<file path="config.mk">
export PLATFORM = sky130hd
export DESIGN_NAME = dspq_key_calc
export DESIGN_NICKNAME = d
export VERILOG_FILES = /design/src/rtl/dspq_key_calc.sv
export SDC_FILE = /design/constraint.sdc
export NUM_CORES = 1
export LEC_CHECK = 0
export BUFFER_PORTS_ARGS = -buffer_cell sky130_fd_sc_hd__buf_2
export CORE_MARGIN = 2
export CORE_UTILIZATION = 57
export CTS_CLUSTER_DIAMETER = 60
export DETAILED_ROUTE_END_ITERATION = 8
export PLACE_DENSITY = 0.88
export SLEW_MARGIN = 20
export SYNTH_ARGS = -nofsm -noshare
export SYNTH_HDL_FRONTEND = slang
export SYNTH_SLANG_ARGS = --single-unit
</file>
<file path="constraint.sdc">
create_clock -name clk -period 8 [get_ports clk]
set_input_delay 0.8 -clock clk [delete_from_list [all_inputs] [get_ports clk]]
set_output_delay 0.8 -clock clk [all_outputs]
set_load 0.01 [all_outputs]
</file>
<file path="src/rtl/dspq_key_calc.sv">
// ----------------------------------------------------------------------------
// dspq_key_calc
// Two-stage elastic pipeline computing the squared distance of a cell to the
// goal: absolute differences and squares, then the sum.
// ----------------------------------------------------------------------------
`default_nettype none

module dspq_key_calc #(
    parameter int COORD_BITS = 10,
    parameter int KEY_BITS   = 21
) (
    input  wire logic                  clk,
    input  wire logic                  rst_n,
    input  wire logic                  in_valid,
    output logic                       in_ready,
    input  wire logic [1:0]            in_opcode,
    input  wire logic [COORD_BITS-1:0] in_x,
    input  wire logic [COORD_BITS-1:0] in_y,
    input  wire logic [COORD_BITS-1:0] goal_x,
    input  wire logic [COORD_BITS-1:0] goal_y,
    output logic                       out_valid,
    input  wire logic                  out_ready,
    output logic [1:0]                 out_opcode,
    output logic [COORD_BITS-1:0]      out_x,
    output logic [COORD_BITS-1:0]      out_y,
    output logic [KEY_BITS-1:0]        out_key
);

    localparam int SQ_BITS = 2 * COORD_BITS;

    logic                  s1_valid_reg;
    logic                  s1_valid_next;
    logic [1:0]            s1_op_reg;
    logic [COORD_BITS-1:0] s1_x_reg;
    logic [COORD_BITS-1:0] s1_y_reg;
    logic [SQ_BITS-1:0]    s1_sqx_reg;
    logic [SQ_BITS-1:0]    s1_sqy_reg;

    logic                  s2_valid_reg;
    logic                  s2_valid_next;
    logic [1:0]            s2_op_reg;
    logic [COORD_BITS-1:0] s2_x_reg;
    logic [COORD_BITS-1:0] s2_y_reg;
    logic [KEY_BITS-1:0]   s2_key_reg;

    logic                  s1_load;
    logic                  s2_load;
    logic [COORD_BITS-1:0] dx;
    logic [COORD_BITS-1:0] dy;
    logic [SQ_BITS-1:0]    sqx;
    logic [SQ_BITS-1:0]    sqy;

    assign s2_load  = !s2_valid_reg || out_ready;
    assign s1_load  = !s1_valid_reg || s2_load;
    assign in_ready = s1_load;

    always_comb
    begin
        dx  = (in_x >= goal_x) ? (in_x - goal_x) : (goal_x - in_x);
        dy  = (in_y >= goal_y) ? (in_y - goal_y) : (goal_y - in_y);
        sqx = {{COORD_BITS{1'b0}}, dx} * {{COORD_BITS{1'b0}}, dx};
        sqy = {{COORD_BITS{1'b0}}, dy} * {{COORD_BITS{1'b0}}, dy};
        s1_valid_next = s1_load ? in_valid : s1_valid_reg;
        s2_valid_next = s2_load ? s1_valid_reg : s2_valid_reg;
    end

    always_ff @(posedge clk or negedge rst_n)
    begin
        if (!rst_n)
        begin
            s1_valid_reg <= 1'b0;
            s2_valid_reg <= 1'b0;
        end
        else
        begin
            s1_valid_reg <= s1_valid_next;
            s2_valid_reg <= s2_valid_next;
        end
    end

    always_ff @(posedge clk)
    begin
        if (s1_load && in_valid)
        begin
            s1_op_reg  <= in_opcode;
            s1_x_reg   <= in_x;
            s1_y_reg   <= in_y;
            s1_sqx_reg <= sqx;
            s1_sqy_reg <= sqy;
        end
        if (s2_load && s1_valid_reg)
        begin
            s2_op_reg  <= s1_op_reg;
            s2_x_reg   <= s1_x_reg;
            s2_y_reg   <= s1_y_reg;
            s2_key_reg <= KEY_BITS'({1'b0, s1_sqx_reg} + {1'b0, s1_sqy_reg});
        end
    end

    assign out_valid  = s2_valid_reg;
    assign out_opcode = s2_op_reg;
    assign out_x      = s2_x_reg;
    assign out_y      = s2_y_reg;
    assign out_key    = s2_key_reg;

endmodule

`default_nettype wire

</file>
==> flow_summary.toml <==
[final_layout]
num-fill-cells = 1346
multi_input_area_mm2 = 0.00693
fin_cells = 1401
layout.nets = 1459
largest_reg_flops = 21
syn_to_final_growth_pct = 12.1
layout-drive-gt1-share_pct = 15.5
antenna_cells = 0
register_area_mm2 = 0.00314

[synthesis]
ys_seq_area_share_pct = 29.0
synth_top_cell_by_area = "edfxtp_1"
ys_types = 66
synth_area_leaders = "edfxtp_1 29%, fa_1 18%, ha_1 17%"
ys_ff_latch = 105
yosysMostFrequentCell = "inv_1"
syn-cell-area_mm2 = 0.0108
yosysWarnings = 0
yosys.area.top_type_share_pct = 28.6
synth_async_sr_flop_share_pct = 1.90
syn_inst = 1039
synth_common_cells = "195 x inv_1, 151 x ha_1, 103 x edfxtp_1"
synth_edf_count = 103
synthFlopType = "edfxtp_1"
syn_nets = 1336
avgSynthCellArea_um2 = 10.4

[global_routing]
first_global_vias = 8159
track_usage_pct = 22.9
grt-busiest-layer = "met2"
grt_overflow = 0
grt_use_met3_pct = 2.90
antenna_found_initial = 0
grt_max_degree = 61
use_met2_pct = 39.0
grt_pass1_wl_um = 37100
met1_usage_pct = 30.0

[timing]
fmax_mhz = 131
whs_ns = 0.212
hold_viol = 0
setup_viol = 0
drv_slew = 0
fin_crit_ns = 7.66
finClkSkew_ns = 0.00577
worst_slack_ns = 0.343
worst_slew_pin_slew_ns = 0.822
relSlewSlack_pct = 45.2
fin_crit_sh_pct = 95.7

[worst_setup_path]
cp_top_family = "adder cells"
crit_top_cell = "fa_1"
path_class = "in -> reg"
cp.required_ns = 8.12
slowest_delay_ns = 0.53
r2r_start = "s1_sqx_reg[3]"
reg2reg_slack_ns = 4.70
timing.rr.end = "out_key[20]"
cp.buffers_inverters = 5
crit_slowest_cell = "fa_1"
endpoint_kind = "flop"
critPathLaunchType = "input pin"
rr_worst_depth = 10
path_max_fanout = 6
arrival_ns = 7.78

[clocking]
clock-sinks = 105
cts_tree = "built"
cts_max_path_buffers = 2
clock_latency_ns = 0.36
cts_buffers = 9
htree_num_levels = 3
root_buffer = "clkbuf_16"
cts_hold_buf = 0
cts.clk_slew.worst_paths_ns = 0.07

[drt]
drc = 0
viasPerCell = 5.53
num_vias = 7741
wl_per_cell_um = 15.3
drt-initial-drc-count = 441
firstDrtPassIters = 5
final_antenna_net_count = 0
wl_um = 21500

[floorplanning]
die_area_mm2 = 0.0201
initial_core_util_pct = 58.1
die_w_um = 142
rows = 50
io_pins = 91
chipHeight_um = 142
coreArea_mm2 = 0.0186

[worst_hold_path]
hp-class = "in -> async"

[placed_design]
io_buffers = 90
routabilityCongestion = 0.894
dp_hpwl_um = 17000
dp.cells = 1382
post-place-ws_ns = -0.161

[status]
outcome = "finished clean"

[flow_run]
maxCapViolCount = 0
-- metrics by stage --
| step | TNS, ns | util [%] | instance area, um^2 |
|---|---|---|---|
| final | 0 | 65.1 | 12100 |
| after global routing | -0.0385 | 65.1 | 12100 |
| after CTS | 0 | 64.7 | 12100 |
| after detailed placement | -0.427 | 63.1 | 11800 |
| after global placement | 0 | 63.1 | 11800 |
| after floorplan | 0 | - | 10800 |
-- logic make-up after synthesis --
kind of cell	after synthesis	share of synthesized area [%]
and+or+nand+nor	216	9.41
AOI/OAI and AO/OA	163	10.3
buffers and inverters	211	7.44
xor gates and xnor gates	80	6.54
adders and majority gates	251	35.9
muxes	13	1.28
DFF	105	29.0
-- area by class of cell --
type	instances	share of cell area, %
clock buffers	9	1.86
multi-input cells	723	57.1
repair buffers	127	6.00
inverters	196	6.07
well taps	234	2.41
flip-flops and latches	105	25.9
clock inverters	7	0.608
-- worst reg2reg max path: cells and delay by family (launching register included) --
| family | cells | cell delay, ns |
|---|---|---|
| AO/OA/AOI/OAI | 7 | 1.71 |
| AND/OR/NAND/NOR | 2 | 0.59 |
| flip-flops | 1 | 0.40 |
| adder cells (fa/ha/maj) | 1 | 0.34 |
-- layout by cell type, fill, tap and decap left out, drive strengths merged, types with 3 or more instances in the layout --
master | synthesis | layout
a2111oi | 3 | 3
a211oi | 5 | 5
a21o | 26 | 26
a21oi | 46 | 46
a221oi | 6 | 6
a311oi | 3 | 3
a31oi | 7 | 7
and2 | 7 | 7
buf | 5 | 127
clkbuf | 10 | 9
clkinv | 1 | 3
edfxtp | 103 | 103
fa | 100 | 100
ha | 151 | 151
inv | 195 | 199
mux2 | 4 | 4
mux2i | 9 | 9
nand2 | 48 | 48
nand2b | 14 | 14
nand3 | 7 | 7
nand4 | 3 | 3
nor2 | 85 | 85
nor2b | 10 | 10
nor3 | 16 | 16
o21a | 11 | 11
o21ai | 29 | 29
o21bai | 9 | 9
o31ai | 3 | 3
or2 | 14 | 14
xnor2 | 49 | 49
xor2 | 31 | 31
-- repair_timing --
action | in CTS | in global routing
endpoints found under the setup margin | 0 | 6
endpoints found under the hold margin | 0 | 0
resized for setup | 0 | 12
setup buffers | 0 | 3
-- routing by layer --
layer,wire [um],share of wire [%]
met5,0,0
met4,574,2.7
met3,1130,5.2
met2,10600,49
met1,9210,43
-- worst max-delay path by stage --
stage	start	endpoint	slack, ns	depth (start not counted)
after global routing	in_x[0]	s1_sqx_reg[18]	-0.04	28
after detailed placement	in_x[0]	s1_sqx_reg[19]	-0.16	29
after floorplan	in_x[0]	s1_sqx_reg[18]	0.31	27
after CTS	in_x[0]	s1_sqx_reg[19]	0.21	29
final	in_x[0]	s1_sqx_reg[18]	0.34	28
after global placement	in_x[0]	s1_sqx_reg[19]	0.16	29
Power is not shown: default switching activity piles up to over one toggle a cycle in this logic, so the estimate is an artifact.
