## config.mk

```make
export PLATFORM = sky130hd
export DESIGN_NAME = dspq_cell
export DESIGN_NICKNAME = d
export VERILOG_FILES = /design/src/rtl/dspq_pkg.sv /design/src/rtl/dspq_cell.sv
export SDC_FILE = /design/constraint.sdc
export NUM_CORES = 1
export LEC_CHECK = 0
export ABC_AREA = 1
export BUFFER_PORTS_ARGS = -buffer_cell sky130_fd_sc_hd__buf_2
export CAP_MARGIN = 20
export CORE_ASPECT_RATIO = 1.1
export CORE_MARGIN = 3
export CORE_UTILIZATION = 49
export DETAILED_ROUTE_END_ITERATION = 16
export PLACE_DENSITY = 0.95
export SKIP_CTS_REPAIR_TIMING = 1
export SYNTH_ARGS = -nofsm -noshare
export SYNTH_HDL_FRONTEND = slang
export SYNTH_SLANG_ARGS = --single-unit
```

## constraint.sdc

```tcl
create_clock -name clk -period 9.5 [get_ports clk]
set_input_delay 1.9 -clock clk [delete_from_list [all_inputs] [get_ports clk]]
set_output_delay 1.9 -clock clk [all_outputs]
set_load 0.05 [all_outputs]
```

## src/rtl/dspq_pkg.sv

```systemverilog
// ----------------------------------------------------------------------------
// dspq_pkg
// Shared codes for the distance-sorted priority queue: opcodes, result status,
// cell commands and configuration register indexes.
// ----------------------------------------------------------------------------
`default_nettype none

package dspq_pkg;

    typedef enum logic [1:0] {
        OP_INSERT = 2'd0,
        OP_POP    = 2'd1,
        OP_CLEAR  = 2'd2,
        OP_NOP    = 2'd3
    } opcode_t;

    typedef enum logic [1:0] {
        ST_DONE  = 2'd0,
        ST_FULL  = 2'd1,
        ST_EMPTY = 2'd2
    } status_t;

    typedef enum logic [1:0] {
        CELL_HOLD   = 2'd0,
        CELL_INSERT = 2'd1,
        CELL_POP    = 2'd2
    } cell_cmd_t;

    localparam int CFG_INDEX_BITS = 2;

    localparam logic [CFG_INDEX_BITS-1:0] REG_GOAL_X = 2'd0;
    localparam logic [CFG_INDEX_BITS-1:0] REG_GOAL_Y = 2'd1;

endpackage

`default_nettype wire

```

## src/rtl/dspq_cell.sv

```systemverilog
// ----------------------------------------------------------------------------
// dspq_cell
// One slot of the sorted shift chain. Compares its key against the broadcast
// key and keeps, takes the new entry, or takes a neighbor's entry.
// ----------------------------------------------------------------------------
`default_nettype none

module dspq_cell #(
    parameter int COORD_BITS = 10,
    parameter int KEY_BITS   = 21
) (
    input  wire logic                  clk,
    input  wire dspq_pkg::cell_cmd_t   cmd,
    input  wire logic                  occupied,
    input  wire logic [COORD_BITS-1:0] new_x,
    input  wire logic [COORD_BITS-1:0] new_y,
    input  wire logic [KEY_BITS-1:0]   new_key,
    input  wire logic                  left_behind,
    input  wire logic [COORD_BITS-1:0] left_x,
    input  wire logic [COORD_BITS-1:0] left_y,
    input  wire logic [KEY_BITS-1:0]   left_key,
    input  wire logic [COORD_BITS-1:0] right_x,
    input  wire logic [COORD_BITS-1:0] right_y,
    input  wire logic [KEY_BITS-1:0]   right_key,
    output logic                       behind,
    output logic [COORD_BITS-1:0]      x,
    output logic [COORD_BITS-1:0]      y,
    output logic [KEY_BITS-1:0]        key
);

    logic [COORD_BITS-1:0] x_reg;
    logic [COORD_BITS-1:0] x_next;
    logic [COORD_BITS-1:0] y_reg;
    logic [COORD_BITS-1:0] y_next;
    logic [KEY_BITS-1:0]   key_reg;
    logic [KEY_BITS-1:0]   key_next;

    // The new entry lands ahead of equal keys, and empty slots count as behind.
    assign behind = !occupied || (key_reg >= new_key);

    always_comb
    begin
        x_next   = x_reg;
        y_next   = y_reg;
        key_next = key_reg;
        unique case (cmd)
            dspq_pkg::CELL_HOLD:
            begin
                x_next   = x_reg;
            end
            dspq_pkg::CELL_INSERT:
            begin
                if (behind && left_behind)
                begin
                    x_next   = left_x;
                    y_next   = left_y;
                    key_next = left_key;
                end
                else if (behind)
                begin
                    x_next   = new_x;
                    y_next   = new_y;
                    key_next = new_key;
                end
            end
            dspq_pkg::CELL_POP:
            begin
                x_next   = right_x;
                y_next   = right_y;
                key_next = right_key;
            end
            default:
            begin
                x_next   = x_reg;
            end
        endcase
    end

    always_ff @(posedge clk)
    begin
        x_reg   <= x_next;
        y_reg   <= y_next;
        key_reg <= key_next;
    end

    assign x   = x_reg;
    assign y   = y_reg;
    assign key = key_reg;

endmodule

`default_nettype wire

```

==> out/metrics.cfg, run 1 <==
[final_layout]
syn_to_final_growth_pct=29.1
utilization_pct=67.6
drive_gt1_share_pct=32.6
num_antenna_cells=0
fillCellCount=503
largest_reg_flops=21
fin_nets=738
fin_cells=666

[power_and_ir_drop]
p_leak_nw=2.41
intPower_w=0.000337
seq_power_share_pct=42.2
power_switching_w=0.000211
comb_power_share_pct=37.9
ir_worst_vdd_v=0.0000882
p_per_area_nw_per_um2=136
switching_share_pct=38.5
pwr-share-clk_pct=19.9

[detailed_routing]
drt_pass1_iterations=4
routedWlPerCell_um=13.0
ant_nets=0
routed_via_density=4.99
wl_mm=8.68
vias=3322
drtIter0Drc=149
route.detailed.drc=0

[synthesis]
yosysMostFrequentCell=nand2_1
syn_inst=433
synth_area_leaders=edfxtp_1 (39%), nand2_1 (16%), nand3_1 (14%), inv_1 (11%), ha_1 (8.4%)
syn-num-nets=582
synth_top_area_share_pct=39.5
ys_seq_area_share_pct=39.5
syn_area_sq_um=3120
syn_avg_cell_area_sq_um=7.20
synth_seq_cells=41
synth_top_area_cell=edfxtp_1
async_flop_share_pct=0
yosysWarnings=0
synth_common_cells=nand2_1 (135), inv_1 (94), nand3_1 (88)
synth.distinct_cells=20
synth_edf_count=41
synth_ff_type=edfxtp_1

[timing]
hold_viol=0
timing.final.crit_share_pct=58.1
slew_headroom_pct=32.3
tns_ns=0
rsz0062_at_grt=false
fin_crit_ns=5.52
fmax_mhz=181
setup_viol_count_final=0
fin_skew_ns=0.00763
report.final.slew_viol_count=0
worstMarginPinSlew_ns=1.01

[clock_network]
clk_pin_slew_ns=0.08
clk-insertion-delay-late_ns=0.29
clock_path_buffers=2
cts_buffers=5
cts_max_level=2
cts_tree=built
ctsRootBufferMaster=clkbuf_8
cts.sinks=41

[setup_path]
cpMostUsedCell=nand2_1
crit_family=simple AND/OR/NAND/NOR gates
required_ns=7.60
worst_path_max_delay_cell=nand2_4
arrival_ns=3.62
cpPeakStageDelay_ns=0.37
worstSetupPathType=input port to primary output
crit_fanout=44
path_buf_inv=3
end_kind=primary output
critPathLaunchType=input port
cp_cell_sequence=buf_2 -> inv_1 -> ha_1 -> nand2_1 -> nor2_1 -> nand2_1 -> nand3_1 -> nand2_1 -> nand3_2 -> nand2_2 -> nand2_4 -> buf_2

[placement]
io_buffers=169
hpwl_mm=6.45
dp.cells=659
gp_congestion=0.802

[worst_hold_path]
hold_class=flip-flop to flip-flop

[die]
fp.dieW_um=82.1
core_area_sq_um=5950
ios=170
rows=29
start_util_pct=52.4
die_height_um=89.7
die_area_sq_um=7360

[grt]
grt_overflow_total=0
track_usage_pct=23.5
antenna_found_initial=0
grt_pass1_vias=3162
grt_pass1_wl_mm=13.4
grt_start_max_net_pins=45

[flow_run]
cap_violations=0

[status]
status=completed

power by group through the flow:
stage	Combinational (W)	Clock, W	Sequential [W]
5_1_grt	0.000228	0.000119	0.000233
3_3_place_gp	0.000200	0	0.000234
3_5_place_dp	0.000208	0	0.000235
2_1_floorplan	0.0000887	0	0.000295
6_report	0.000208	0.000109	0.000231
4_1_cts	0.000208	0.000110	0.000231
logic make-up (layout without fill, tap and decap cells):
group                      after synthesis  in the layout  synth area share, %
and+or+nand+nor                        247            247                 35.1
AOI/OAI and AO/OA                        8              8                 1.44
DFF                                     41             41                 39.5
buffers and inverters                  116            272                 15.6
adders and majority gates               21             21                 8.43
area by class of cell:
type	instances	area (sq um)	area share [%]
clock buffer	6	72.6	1.80
clock inverter	1	3.75	0.0933
inverter	95	357	8.86
multi-input combinational	276	1410	35.1
sequential	41	1230	30.6
tap	77	96.3	2.39
timing repair buffer	170	853	21.2
cells in the final DEF (no fill, tap or decap), drive strengths merged:
cell	instances
a21o	1
a21oi	5
buf	170
clkbuf	6
clkinv	2
edfxtp	41
ha	21
inv	94
nand2	148
nand3	89
nand4	2
nor2	8
o21ai	1
o21bai	1
worst paths after layout:
| check | endpoint | startpoint | cells past startpoint | slack [ns] |
|---|---|---|---|---|
| worst max-delay path | behind | new_key[4] | 12 | 3.98 |
| worst min register to register | key[18] | key[19] | 8 | 1.46 |
| worst min-delay path | key[18] | key[19] | 8 | 1.46 |
| worst max register to register | x[2] | key[12] | 11 | 6.51 |
tightest hold or removal path, cell delays in order, from the launching register on:
cell      delay [ns]
edfxtp_1        0.34
ha_1            0.14
nand2_1         0.05
nand4_1         0.08
nor2_1          0.07
nand2_4         0.38
nand3_1         0.12
nand3_1         0.08
nand2_1         0.04
metrics by stage:
| step | total power, W | setup slack, ns | cell area [sq um] | hold slack, ns |
|---|---|---|---|---|
| 6_report | 0.000548 | 3.98 | 4030 | 1.46 |
| 3_3_place_gp | 0.000435 | 4.06 | 3950 | 1.42 |
| 5_1_grt | 0.000580 | 3.86 | 4030 | 1.58 |
| 3_5_place_dp | 0.000443 | 4.01 | 3950 | 1.45 |
| 4_1_cts | 0.000549 | 4.01 | 4030 | 1.46 |
| 2_1_floorplan | 0.000384 | 4.58 | 3120 | 1.44 |
per-layer routing:
metal,vias up,track usage [%],routed length (um)
met5,-,0,0
met4,0,9.37,206
met3,22,4.49,717
met2,160,44.0,4640
met1,1481,25.9,3120
li1,1659,-,-
No activity file was read; power rests on OpenSTA's default activity.
==> inputs of run 2 (changes only) <==
--- a/config.mk
+++ b/config.mk
@@ -10,9 +10,9 @@
 export CAP_MARGIN = 20
 export CORE_ASPECT_RATIO = 1.1
 export CORE_MARGIN = 3
-export CORE_UTILIZATION = 49
+export CORE_UTILIZATION = 46
 export DETAILED_ROUTE_END_ITERATION = 16
-export PLACE_DENSITY = 0.95
+export PLACE_DENSITY = 0.91
 export SKIP_CTS_REPAIR_TIMING = 1
 export SYNTH_ARGS = -nofsm -noshare
 export SYNTH_HDL_FRONTEND = slang
==> constraint.sdc (replaced) <==
create_clock -name clk -period 5.77 [get_ports clk]
set_input_delay 1.154 -clock clk [delete_from_list [all_inputs] [get_ports clk]]
set_output_delay 1.154 -clock clk [all_outputs]
set_load 0.05 [all_outputs]
==> run 2 against run 1 <==
Critical path depth did not move. Via count fell by 1.3%. Routed wire length fell by 2.7%. Setup slack got worse by 2.2 ns. Global-route usage fell by 2.3 points. Combinational power rose by 63%. Final cell count rose by 0.60%. Flip-flop and latch count did not move. Largest cell class unchanged. Highest routed layer unchanged.
==> out/metrics.cfg, run 2 (synthesized netlist as in run 1, its figures left out) <==
[status]
status=completed

[setup_path]
path_buf_inv=3  ; unchanged
crit_start=new_key[8]
arrival_ns=2.87  ; -0.75 ns
cp_cell_sequence=buf_2 -> inv_1 -> ha_1 -> nand2_1 -> nor2_1 -> nand2_1 -> nor2_1 -> nor2_1 -> nand3_2 -> nand2_2 -> nand2_4 -> buf_2
required_ns=4.62  ; -2.98 ns
cpMostUsedCell=nor2_1
r2r_cells=11  ; unchanged
worstSetupPathType=input port to primary output
cp_num_cells=12  ; unchanged
rr_startpoint=key[8]
worst_path_max_delay_cell=nand2_4
crit_fanout=44  ; unchanged
critPathLaunchType=input port
crit_family=simple AND/OR/NAND/NOR gates
end_kind=primary output
cpPeakStageDelay_ns=0.38  ; about the same

[detailed_routing]
drt_pass1_iterations=4  ; unchanged
vias=3280  ; -1.3%
routedWlPerCell_um=12.6  ; -3.3%
ant_nets=0  ; unchanged
wl_mm=8.44  ; -2.7%
route.detailed.drc=0  ; unchanged
routed_via_density=4.90  ; -1.9%
drtIter0Drc=105  ; -30%

[grt]
grt_overflow_total=0  ; unchanged
grt.met3_usage_pct=4.09  ; -0.40 points
grt_pass1_wl_mm=13.6  ; +1.0%
track_usage_pct=21.2  ; -2.3 points
grt_start_max_net_pins=45  ; unchanged
gr-usage-met1_pct=22.3  ; -3.5 points
antenna_found_initial=0  ; unchanged
grt_util_met2_pct=41.6  ; -2.4 points
top_usage_layer=met2
grt_pass1_vias=3258  ; +3.0%

[clock_network]
clk_pin_slew_ns=0.08  ; about the same
clock_path_buffers=2  ; unchanged
cts.sinks=41  ; unchanged
clk-insertion-delay-late_ns=0.29  ; about the same
cts_max_level=2  ; unchanged
cts_tree=built
ctsRootBufferMaster=clkbuf_8
cts_buffers=5  ; unchanged

[worst_hold_path]
whs_path_depth=3  ; -5
hp-start=right_y[4]
hold_class=input port to flip-flop

[final_layout]
fin_cells=670  ; +0.60%
fin_nets=738  ; unchanged
layout_common_cells=buf_2 (169), nand2_1 (134), inv_1 (94)
largest_reg_flops=21  ; unchanged
drive_gt1_share_pct=32.7  ; +0.11 points
fillCellCount=580  ; +15%
layout_commonest_cell=buf_2
syn_to_final_growth_pct=29.4
design_area_sq_um=4030  ; +0.22%
num_antenna_cells=0  ; unchanged

[placement]
gp_congestion=0.833  ; +3.8%
hpwl_mm=6.21  ; -3.7%
dp.cells=662  ; +0.46%
io_buffers=169  ; unchanged
postPlaceCellArea_sq_um=3950  ; about the same

[timing]
setup_viol_count_final=0  ; unchanged
hold_viol=0  ; unchanged
fin_crit_ns=4.02
fmax_mhz=249
fin_skew_ns=0.00737  ; -0.000260 ns
slew_headroom_pct=32.7  ; +0.45 points
worstMarginPinSlew_ns=1.01  ; -0.00671 ns
tns_ns=0  ; unchanged
rsz0062_at_grt=false
report.final.slew_viol_count=0  ; unchanged
timing.final.crit_share_pct=69.7

[power_and_ir_drop]
power.total_w=0.000899  ; +64%
p_leak_nw=2.41  ; +0.18%
p_per_area_nw_per_um2=223  ; +64%
ir_worst_vdd_v=0.000142  ; +61%

[die]
start_util_pct=48.9  ; -3.5 points
die_height_um=92.4  ; +3.0%
rows=30  ; +3.4%
die_area_sq_um=7800  ; +6.1%
fp.dieW_um=84.5  ; +3.0%
ios=170  ; unchanged
core_area_sq_um=6380  ; +7.2%

[flow_run]
cap_violations=0  ; unchanged

==> run 2: tightest hold or removal path: cells and delay by family <==
kind                   cells  cell delay [ns]
AND/OR/NAND/NOR            2             0.09
buffers and inverters      1             0.07
==> run 2: metal layers <==
metal  vias to the layer above  part of all wire (%)
li1                       1665                     -
met1                      1458                    37
met2                       149                    53
met3                         8                   8.6
met4                         0                  0.95
met5                         -                     0
==> run 2: power breakdown <==
group          total [W]  switching (W)  internal (W)
Sequential      0.000381      0.0000115      0.000369
Clock           0.000179      0.0000978     0.0000816
Combinational   0.000339       0.000236      0.000103
==> run 2: cell type report <==
cell class,instances,area [sq um],share of cell area (%)
Clock buffer,5,68.8,1.71
Clock inverter,3,12.5,0.310
Inverter,95,357,8.84
Multi-Input combinational cell,276,1410,35.0
Sequential cell,41,1230,30.5
Tap cell,80,100,2.48
Timing Repair Buffer,170,853,21.2
==> run 2: path summary, 6_finish.rpt <==
path	endpoint	slack (ns)
hold reg to reg	key[9]	1.46
setup / recovery	behind	1.75
setup reg to reg	x[3]	2.79
hold / removal	y[4]	1.13
==> run 2: metrics by stage <==
| stage | utilization, % | hold WS, ns | worst slack (ns) |
|---|---|---|---|
| after floorplan | - | 1.34 | 2.09 |
| after detailed placement | 61.9 | 1.43 | 1.77 |
| after global routing | 63.2 | 1.13 | 1.63 |
| final | 63.2 | 1.13 | 1.75 |
| after global placement | 61.9 | 1.43 | 1.81 |
| after CTS | 63.2 | 1.12 | 1.76 |
==> inputs of run 3 (changes only) <==
==> constraint.sdc (replaced) <==
create_clock -name clk -period 3.7 [get_ports clk]
set_input_delay 0.74 -clock clk [delete_from_list [all_inputs] [get_ports clk]]
set_output_delay 0.74 -clock clk [all_outputs]
set_load 0.05 [all_outputs]
==> run 3 against run 2 <==
Global-route usage rose by 0.74 points. Total power rose by 57%. Clock skew barely moved. Register-to-register slack worse by 1.6 ns. Sequential share of layout area down 0.25 points. Highest routed layer unchanged. Sequential power is 55% higher. Design area grew 0.84%. Combinational power grew 59%. Via count shrank 0.12%.
==> out/metrics.cfg, run 3 (synthesized netlist as in run 1, its figures left out) <==
[status]
status=completed

[flow_run]
cap_violations=0  ; unchanged

[timing]
fin_crit_ns=3.04
fin_skew_ns=0.00734  ; -0.0000312 ns
slew_headroom_pct=40.9  ; +8.2 points
hold_viol=0  ; unchanged
setup_viol_count_final=0  ; unchanged
tns_ns=0  ; unchanged
report.final.slew_viol_count=0  ; unchanged
rsz0062_at_grt=false
holdWs_ns=0.718  ; -0.414 ns
timing.final.crit_share_pct=82.0
fmax_mhz=329
worstMarginPinSlew_ns=0.886  ; -0.120 ns

[power_and_ir_drop]
intPower_w=0.000876  ; +58%
seq_power_share_pct=41.9  ; -0.4 points
comb_power_share_pct=38.2  ; +0.5 points
ir_worst_vdd_v=0.000209  ; +47%
power_switching_w=0.000538  ; +56%
switching_share_pct=38.1  ; -0.34 points
power.total_w=0.00141  ; +57%
pwr-share-clk_pct=19.9  ; about the same
p_per_area_nw_per_um2=348  ; +56%
p_leak_nw=2.42  ; +0.63%

[grt]
antenna_found_initial=0  ; unchanged
grt_pass1_vias=3222  ; -1.1%
track_usage_pct=21.9  ; +0.74 points
grt_pass1_wl_mm=14.1  ; +3.9%
grt_start_max_net_pins=43  ; -4.4%
grt_overflow_total=0  ; unchanged

[detailed_routing]
route.detailed.drc=0  ; unchanged
routedWlPerCell_um=13.0  ; +3.0%
ant_nets=0  ; unchanged
drtIter0Drc=177  ; +69%
routed_via_density=4.87  ; -0.57%
wl_mm=8.74  ; +3.5%
vias=3276  ; -0.12%
drt_pass1_iterations=5  ; +1

[placement]
io_buffers=169  ; unchanged
hpwl_mm=6.57  ; +5.8%
dp.cells=665  ; +0.45%
gp_congestion=0.871  ; +4.7%

[die]
start_util_pct=48.9  ; unchanged
die_height_um=92.4  ; unchanged
die_area_sq_um=7800  ; unchanged
ios=170  ; unchanged
core_area_sq_um=6380  ; unchanged
rows=30  ; unchanged
fp.dieW_um=84.5  ; unchanged

[final_layout]
layout_commonest_cell=buf_2
drive_gt1_share_pct=32.9  ; +0.17 points
layout_common_cells=buf_2 (169), nand2_1 (134), inv_1 (94)
largest_reg_flops=21  ; unchanged
syn_to_final_growth_pct=30.5
utilization_pct=63.7  ; +0.53 points
fin_nets=741  ; +0.41%
num_antenna_cells=0  ; unchanged
fin_cells=673  ; +0.45%

[setup_path]
worst_path_max_delay_cell=buf_2
cpPeakStageDelay_ns=0.33  ; -0.05 ns
crit_fanout=26  ; -41%
rr_startpoint=key[12]
cp_cell_sequence=buf_2 -> inv_1 -> ha_1 -> nand2_1 -> nor2_2 -> nand2_1 -> nor2_1 -> nor2_1 -> nand3_2 -> nand2_2 -> nand2_4 -> buf_2
worstSetupPathType=input port to primary output
end_kind=primary output
crit_start=new_key[12]
required_ns=2.96  ; -1.66 ns
arrival_ns=2.30  ; -0.57 ns
critPathLaunchType=input port

[clock_network]
clk-insertion-delay-late_ns=0.29  ; about the same
cts_max_level=2  ; unchanged
cts_tree=built
ctsRootBufferMaster=clkbuf_8
cts_buffers=5  ; unchanged
clk_pin_slew_ns=0.08  ; about the same
cts.sinks=41  ; unchanged
clock_path_buffers=2  ; unchanged

[worst_hold_path]
hp-start=right_key[16]
hold_class=input port to flip-flop

-- run 3: cell count changes in the layout (fill, tap and decap cells not counted), sizes merged --
cell,previous run,this run
clkbuf,5,8
buf,170,173
clkinv,4,1
-- run 3: layout make-up --
type                    instances  area, sq um
flip-flops and latches         41         1230
multi-input cells             276         1410
clock buffers                   8         80.1
well taps                      80          100
fillers                       556         2310
inverters                      95          357
repair buffers                173          888
-- run 3: worst max-delay path, delay by kind of cell --
family / cells / cell delay (ns)
fa+ha+maj: 1 / 0.32
buf+inv: 3 / 0.45
simple gates: 8 / 0.76
-- run 3: worst paths after layout --
check	to	slack [ns]	cells after the start
worst max register to register	y[3]	1.19	12
worst min register to register	key[17]	1.30	8
worst max-delay path	behind	0.66	12
worst min-delay path	key[16]	0.72	3
-- run 3: power groups by stage --
stage | Clock [W] | Combinational [W] | Sequential [W]
floorplan | 0 | 0.000228 | 0.000757
global placement | 0 | 0.000525 | 0.000601
detailed placement | 0 | 0.000541 | 0.000603
CTS | 0.000288 | 0.000543 | 0.000592
global route | 0.000307 | 0.000591 | 0.000596
finish | 0.000282 | 0.000540 | 0.000592
-- run 3: per-stage QoR --
stage | setup WS (ns) | cell area [sq um]
after detailed placement | 0.650 | 3990
after CTS | 0.652 | 4070
after floorplan | 0.432 | 3120
after global routing | 0.514 | 4070
after global placement | 0.717 | 3990
final | 0.665 | 4070
-- run 3: metal layers --
layer  vias up  GRT usage (%)  routed length, um  part of all wire, %
li1       1664              -                  -                    -
met1      1462           25.4               3290                   38
met2       140           39.6               4630                   53
met3        10           5.16                708                  8.1
met4         0           6.86                108                  1.2
met5         -              0                  0                    0
